==> src/rtl/grnf_pkg.sv <==
// Shared types and constants for the glyph raster to nibble framebuffer block.
// Holds the sequencer state type, request function codes and nibble masks.
// No dependencies.
`timescale 1ns / 1ps

package grnf_pkg;

  // Default build limits of the panel and of the frame store.
  localparam int MAX_WIDTH_DEFAULT   = 256;
  localparam int MAX_HEIGHT_DEFAULT  = 64;
  localparam int FRAME_BYTES_DEFAULT = 8192;

  // Widths of the configuration registers and of signed pixel coordinates.
  localparam int BUF_WIDTH_BITS  = 9;
  localparam int BUF_HEIGHT_BITS = 7;
  localparam int COORD_WIDTH     = 14;

  // Reset values of the configuration registers.
  localparam logic [BUF_WIDTH_BITS-1:0]  BUF_WIDTH_RESET  = 9'd256;
  localparam logic [BUF_HEIGHT_BITS-1:0] BUF_HEIGHT_RESET = 7'd64;

  // Configuration register indexes.
  localparam logic REG_BUFFER_WIDTH  = 1'b0;
  localparam logic REG_BUFFER_HEIGHT = 1'b1;

  // Nibble masks used in the read-modify-write of a framebuffer byte.
  localparam logic [7:0] NIBBLE_HI = 8'hF0;
  localparam logic [7:0] NIBBLE_LO = 8'h0F;

  // Request function codes.
  typedef enum logic [1:0] {
    FUNC_GLYPH  = 2'd0,
    FUNC_BITMAP = 2'd1,
    FUNC_PIXEL  = 2'd2,
    FUNC_READ   = 2'd3
  } func_t;

  // Sequencer states.
  typedef enum logic [2:0] {
    ST_CLEAR,
    ST_IDLE,
    ST_BIT,
    ST_ADDR,
    ST_WRITE,
    ST_READ,
    ST_RDATA,
    ST_RESP
  } state_t;

  // Status of the pixel address unit.
  typedef struct packed {
    logic ok;   // pixel lies inside the panel and inside the frame store
    logic low;  // pixel lives in the low nibble of its byte
  } pix_status_t;

endpackage

==> src/rtl/grnf_pixel_unit.sv <==
// Shared pixel address unit: clips a coordinate and forms its byte address.
// Depends on grnf_pkg for the coordinate width and the status struct.
`timescale 1ns / 1ps

module grnf_pixel_unit import grnf_pkg::*; #(
  parameter int MAX_WIDTH   = MAX_WIDTH_DEFAULT,
  parameter int MAX_HEIGHT  = MAX_HEIGHT_DEFAULT,
  parameter int FRAME_BYTES = FRAME_BYTES_DEFAULT,
  localparam int XW = (BUF_WIDTH_BITS > $clog2(MAX_WIDTH + 1)) ?
                      BUF_WIDTH_BITS : $clog2(MAX_WIDTH + 1),
  localparam int YW = (BUF_HEIGHT_BITS > $clog2(MAX_HEIGHT + 1)) ?
                      BUF_HEIGHT_BITS : $clog2(MAX_HEIGHT + 1),
  localparam int AW = (FRAME_BYTES > 1) ? $clog2(FRAME_BYTES) : 1
) (
  input  logic                          clk,
  input  logic                          rst,
  input  logic                          load,
  input  logic signed [COORD_WIDTH-1:0] x,
  input  logic signed [COORD_WIDTH-1:0] y,
  input  logic [XW-1:0]                 w_eff,
  input  logic [YW-1:0]                 h_eff,
  output pix_status_t                   status,
  output logic [AW-1:0]                 addr
);

  localparam int PW = XW + YW;
  localparam int LW = $clog2(MAX_WIDTH * MAX_HEIGHT);

  logic          in_r;
  logic [PW-1:0] prod_r;
  logic [XW-1:0] x_r;
  logic          in_next;
  logic [LW-1:0] lin;
  logic [LW-1:0] idx;

  // Clip against the effective panel size.
  always_comb begin
    in_next = !x[COORD_WIDTH-1] && !y[COORD_WIDTH-1] &&
              ($unsigned(x) < COORD_WIDTH'(w_eff)) &&
              ($unsigned(y) < COORD_WIDTH'(h_eff));
  end

  // First step: register the clip result and the row product y * width.
  always_ff @(posedge clk) begin
    if (rst) begin
      in_r <= 1'b0;
    end else if (load) begin
      in_r <= in_next;
    end
    if (load) begin
      prod_r <= PW'($unsigned(y)) * PW'(w_eff);
      x_r    <= XW'($unsigned(x));
    end
  end

  // Second step: linear index, byte index and the frame store bound.
  always_comb begin
    lin        = LW'(prod_r) + LW'(x_r);
    idx        = lin >> 1;
    status.ok  = in_r && (32'(idx) < 32'(FRAME_BYTES));
    status.low = lin[0];
    addr       = AW'(idx);
  end

endmodule

==> config.mk <==
export PLATFORM = sky130hd
export DESIGN_NAME = grnf_pixel_unit
export DESIGN_NICKNAME = d
export VERILOG_FILES = /design/src/rtl/grnf_pkg.sv /design/src/rtl/grnf_pixel_unit.sv
export SDC_FILE = /design/constraint.sdc
export NUM_CORES = 1
export LEC_CHECK = 0
export ABC_AREA = 1
export BUFFER_PORTS_ARGS = -buffer_cell sky130_fd_sc_hd__buf_2
export CORE_MARGIN = 10
export CORE_UTILIZATION = 40
export CTS_CLUSTER_SIZE = 30
export DETAILED_ROUTE_END_ITERATION = 8
export GPL_TIMING_DRIVEN = 1
export SLEW_MARGIN = 10
export SYNTH_ARGS = -nofsm -noshare
export SYNTH_HDL_FRONTEND = slang
export SYNTH_SLANG_ARGS = --single-unit
==> constraint.sdc <==
create_clock -name clk -period 7.05 [get_ports clk]
set_clock_uncertainty 0.1 [all_clocks]
set_input_delay 0.3525 -clock clk [delete_from_list [all_inputs] [get_ports clk]]
set_output_delay 0.3525 -clock clk [all_outputs]
set_load 0.05 [all_outputs]
==> results of run 1 <==
-- power by group --
group	leakage (nW)	switching, mW	internal [mW]
Sequential	0.233	0.0191	0.228
Clock	0.0357	0.0406	0.0758
Combinational	2.66	0.741	0.384
-- state kept, by name (all words and copies together) (netlist names) --
register	count
prod_r	14
x_r	9
in_r	1
-- synthesized netlist by cell type (2+ instances only) --
library cell and instances:
inv_1 168, nand2_1 150, fa_1 54, ha_1 45, nand3_1 25, edfxtp_1 23, a21oi_1 21, xor2_1 15
nor2_1 11, clkbuf_1 9, o21ai_0 7, buf_4 6, nand2_2 5, buf_2 4, nand4_1 4, o21a_1 4
a21o_1 3, xnor2_1 3, a31oi_1 2, nand3b_1 2, nor3_1 2
-- layout make-up --
type                    count  area (um2)
fillers                  1127        5927
multi-input cells         364        2925
flip-flops and latches     24       710.7
inverters                 168       630.6
repair buffers             61       305.3
well taps                 140       175.2
clock buffers               3       41.29
clock inverters             1       30.03
-- metal layers --
layer	up-vias	global-route usage [%]	share of wire, %
met1	1641	16.07	47
li1	1791	-	-
met2	52	22.64	49
met5	-	0	0
met4	0	3.290	1.7
met3	9	1.660	2.9
-- how the worst max path moves through the flow --
stage | end | slack (ns) | depth (start not counted)
floorplan | prod_r[13] | 2.82 | 17
global placement | prod_r[13] | 2.76 | 16
detailed placement | prod_r[10] | 2.64 | 15
CTS | prod_r[10] | 2.92 | 15
global route | prod_r[13] | 2.70 | 16
finish | prod_r[10] | 2.93 | 15
-- metrics by stage --
stage	setup WS (ns)	area (um2)	utilization, %	std cells
after CTS	2.921	4818	44.84	761
after global placement	2.762	4747	44.18	757
after detailed placement	2.635	4747	44.18	757
final	2.934	4818	44.84	761
after floorplan	2.817	4365	-	575
after global routing	2.702	4818	44.84	761
-- critical path: stages --
cell and delay (ns):
buf_2 0.26, nand2_1 0.14, fa_1 0.56, inv_1 0.06, fa_1 0.50, inv_1 0.05
fa_1 0.46, fa_1 0.54, inv_1 0.04, ha_1 0.35, a21oi_1 0.16, nand2_1 0.12
a21oi_1 0.17, o21ai_0 0.12, xor2_1 0.15
-- cells by family after synthesis --
| kind of cell | share of synthesized area [%] |
|---|---|
| buffers and inverters | 16.71 |
| adders and majority gates | 37.66 |
| xor gates and xnor gates | 3.984 |
| DFF | 16.28 |
| AOI/OAI and AO/OA | 5.904 |
| and+or+nand+nor | 19.46 |
==> results.md, run 1 <==
- Status: finished, final reports clean
- Primary FF master, synth: edfxtp_1
- Final min period: 4.116 ns
- Layout cells sized above 1: 12.40%
- FMAX: 242.9 MHz
- Register area share after synthesis: 16.28%
- Via count: 3,493
- Yosys reg bits: 24
- CP Data Arrival Time: 4.03 ns
- Final hold slack: 0.1372 ns
- FP Rows: 38
- Hold path depth: 2
- Flop2flop setup slack: 6.38 ns
- Full die area: 0.01549 mm2
- Final period utilization: 58.39%
- Max Transition Viols Final: 0
- GR Util All Layers: 12.85%
- Synth top area share: 24.76%
- Initial core utilization: 40.63%
- Commonest non-fill, non-tap cells in the layout: inv_1 (168), nand2_1 (150), buf_2 (61)
- Least-Margin Pin Slew: 0.4879 ns
- Crit path capture type: flip-flop
- Synth Instances: 575
- MaxCap Viol Count: 0
- Core Area: 0.01075 mm2
- Synth area leader: fa_1
- Clk Latency, worst-skew pair: 0.26 ns
- WHS Endpoint: in_r
- DR iter-0 viols: 192
- Hold Buf Count CTS: 0
- Crit path kind: in2reg
- GP Congestion: 0.8442
- CP required: 6.96 ns
- Worst Path Max Fanout: 14
- Ant. Diodes: 0
- Clk sinks: 24
- Worst rel slew slack: 67.47%
- CP Launch Point: w_eff[2]
- Via density: 4.590
- CTS buffer count: 3
- P_leak: 2.925 nW
- Avg Cell Area, Syn: 7.592 um2
- Syn nets: 721
- Die X: 124.5 um
- Startpoint Class: primary input
- Total global routing overflow: 0
- Sum Neg Setup Slack: 0 ns
- Number of top-level pins: 62
- Hold_sp: rst
- Post-DRT Antenna Nets: 0
- CTS Buffer Depth: 2
- DRC: 0
- Final setup violation count: 0
- R2R Path Start: in_r
- FFs w/ async S/R, synth: 0%
- Pin count of the biggest net entering global routing: 25
- Antenna violations before repair: 0
- Buffers added on ports: 61
- CTS tree: done
- Die Span Y: 124.5 um
- H-tree levels: 1
- Initial DRT Pass Iterations: 4
- Hold Fails Final Rpt: 0
- EDFF count, synth: 23
- Vias in the first global route: 3,810
- Synth warn: 0
- Post-Route WL: 9676 um
- FF-to-FF path depth: 2
- Leading cell type in the layout, fill and taps excluded: inv_1
- Hpwl dp: 8621 um
- Largest cells by area after synthesis: fa_1 (25%), edfxtp_1 (16%), inv_1 (14%)
- Routed len/inst: 12.71 um
- Post-synth cell types: 33
- Post-CTS Resized: 0
- Hold Path Class: in2reg
- Tot Pwr: 1.489 mW
- Cell Area, Synth: 0.004365 mm2
- First-pass GRT wire length: 17,160 um
- Setup bufs post-CTS: 0
- Root Driver: clkbuf_8
- Clock transition at path regs: 0.08 ns
- Area growth syn-to-layout: 10.38%
- Reg2Reg Capture Point: in_r
- RSZ-0062 raised after global routing: no
- Peak supply drop: 0.2821 mV
- Power Density: 309.1 mW/mm2
- Nets: 768
No activity file was read; power rests on OpenSTA's default activity.
==> inputs of run 2 (changes only) <==
- clock period: 7.05 -> 3.3 ns (I/O delays scaled with it)
==> run 2 against run 1 <==
Compared with the run above:
- the run now ends with negative setup slack left
- non-clock buffer count rose by 61
- total power rose to 2.6 times the previous value
- via count rose by 7.8%
- clock power grew 71%
- register-to-register slack worse by 3.8 ns
- utilization increased by 8.2 points
- worst setup slack got worse by 3.1 ns
- combinational power grew to 2.8 times the previous value
- worst hold slack got worse by 0.12 ns
- final area grew 18%
- sequential share of layout area down 2.3 points
- first-iteration DRC count decreased by 42%
==> results.md, run 2 (synthesized netlist as in run 1, its figures left out) <==
- Fillcell total: 1,057 (-6.2%)
- Via count: 3,766 (+7.8%)
- CTS Buffer Depth: 2 (unchanged)
- Number of top-level pins: 62 (unchanged)
- CP required: 3.23 ns (-3.73 ns)
- Sequential cell area: 710.7 um2 (unchanged)
- Clk sinks: 24 (unchanged)
- Leading cell type in the layout, fill and taps excluded: inv_1
- DRC: 0 (unchanged)
- Clock transition at path regs: 0.08 ns (about the same)
- Area growth syn-to-layout: 30.64%
- MaxCap Viol Count: 0 (unchanged)
- Failing checks: negative setup slack
- Critical path's top delay family: adder cells
- Initial core utilization: 40.63% (unchanged)
- Die Span Y: 124.5 um (unchanged)
- First-pass GRT wire length: 18,490 um (+7.8%)
- Antenna violations before repair: 0 (unchanged)
- Ant. Diodes: 0 (unchanged)
- Worst rel slew slack: 61.56% (-5.9 points)
- Power Density: 689.9 mW/mm2 (+120%)
- Hold Path Class: in2reg
- Status: finished with violations
- Routed len/inst: 13.27 um (+4.4%)
- Internal cell power: 1.961 mW (+180%)
- Final setup violation count: 6 (+6)
- GP Congestion: 0.8529 (+1.0%)
- Pin count of the biggest net entering global routing: 25 (unchanged)
- Max Transition Viols Final: 0 (unchanged)
- Sw Ratio: 50.15% (-3.6 points)
- Combinational Power Share: 81.4% (+5.8 points)
- CP most frequent cell: fa_1
- Root Driver: clkbuf_8
- Post-DRT Antenna Nets: 0 (unchanged)
- CTS buffer count: 3 (unchanged)
- Area occupied by multi-input gates: 0.003128 mm2 (+6.9%)
- Slowest CP cell: fa_1
- CP Data Arrival Time: 3.35 ns (-0.68 ns)
- Initial DRT Pass Iterations: 4 (unchanged)
- RSZ-0062 raised after global routing: yes
- Pre-CTS setup slack: -0.5709 ns (-3.206 ns)
- Top flop regs: prod_r (14), x_r (9), in_r (1)
- Commonest non-fill, non-tap cells in the layout: inv_1 (155), nand2_1 (130), buf_4 (52)
- Crit-path cells: buf_12, buf_6, nand2_2, inv_2, fa_1, fa_1, fa_1, inv_1, fa_1, inv_2, ha_4, a21oi_2, o21a_1, nand2_2, a21o_1, nand3_1, nand2_1
- Final period utilization: 103.6%
- Sum Neg Setup Slack: -0.5072 ns (-0.5072 ns)
- Buffers added on ports: 61 (unchanged)
- Crit path capture type: flip-flop
- Sequential share of power: 13.5% (-3.1 points)
- Final instance area: 0.005703 mm2 (+18%)
- Via density: 4.582 (-0.19%)
- Max reg flops: 14 (unchanged)
- Clk network pwr share: 5.0% (-2.8 points)
- Die X: 124.5 um (unchanged)
- Layout cells sized above 1: 27.13% (+15 points)
- Cell Area, Placed: 0.005235 mm2 (+10%)
- Worst Path Max Fanout: 5 (-9)
- Hold Fails Final Rpt: 0 (unchanged)
- H-tree levels: 1 (unchanged)
- Psw: 1.973 mW (+150%)
- Post-Route WL: 10,910 um (+13%)
- Startpoint Class: primary input
- P_leak: 3.296 nW (+13%)
- Nets: 829 (+7.9%)
- Core Area: 0.01075 mm2 (unchanged)
- Full die area: 0.01549 mm2 (unchanged)
- FP Rows: 38 (unchanged)
- Final hold slack: 0.01708 ns (-0.1201 ns)
- Critical path buffers and inverters: 5 (+1)
- GR Util All Layers: 13.87% (+1.0 points)
- Setup WS post-layout: -0.1185 ns (-3.052 ns)
- Crit path kind: in2reg
- Reg with most FFs: prod_r
- Max stage delay on crit path: 0.53 ns (-0.03 ns)
- FMAX: 292.5 MHz
- Hpwl dp: 9315 um (+8.1%)
- Vias in the first global route: 4,027 (+5.7%)
- Peak supply drop: 0.7791 mV (+180%)
- Total global routing overflow: 0 (unchanged)
- Tot Pwr: 3.934 mW (+160%)
- DR iter-0 viols: 112 (-42%)
- CTS tree: done
- Clk Latency, worst-skew pair: 0.26 ns (about the same)
- Least-Margin Pin Slew: 0.5766 ns (+0.08870 ns)
- Final min period: 3.418 ns
==> run 2: worst paths after layout <==
kind / from / endpoint / slack, ns / cells past startpoint
max: y[4] / prod_r[13] / -0.12 / 17
min: x[4] / x_r[4] / 0.02 / 1
max reg2reg: in_r / in_r / 2.62 / 2
min reg2reg: in_r / in_r / 0.37 / 2
==> run 2: power by group through the flow <==
stage / combinational, mW / clock (mW) / sequential (mW)
4_1_cts: 3.11 / 0.209 / 0.533
6_report: 3.20 / 0.198 / 0.532
2_1_floorplan: 2.22 / 0 / 0.525
3_5_place_dp: 2.97 / 0 / 0.540
3_3_place_gp: 2.90 / 0 / 0.538
5_1_grt: 3.59 / 0.214 / 0.544
==> run 2: what timing repair did <==
item                                    CTS  global route
hold buffers                              5             0
endpoints found under the hold margin     5             0
resized for setup                        70            18
endpoints found under the setup margin    7             7
buffers inserted                          5             2
pin swaps                                24            15
gates cloned                              1             0
==> run 2: stage by stage <==
| stage | cells | util, % |
|---|---|---|
| after CTS | 820 | 52.40 |
| after detailed placement | 805 | 48.72 |
| final | 822 | 53.07 |
| after floorplan | 575 | - |
| after global routing | 822 | 53.07 |
| after global placement | 805 | 48.72 |
==> run 2: area by class of cell <==
cell class	count	area share, %
clock buffers	4	0.9653
repair buffers	122	17.60
well taps	140	3.072
multi-input cells	364	54.85
flip-flops and latches	24	12.46
inverters	168	11.06
==> run 2: worst reg2reg max path, stage by stage (launching register included) <==
cell and delay (ns):
dfxtp_1 0.34, nand2_1 0.05, a21oi_1 0.13
==> run 2: metal layers <==
metal | GRT usage [%] | part of all wire [%]
met1 | 16.66 | 45
met2 | 25.81 | 50
met3 | 1.617 | 4.3
met4 | 2.673 | 0.93
met5 | 0 | 0
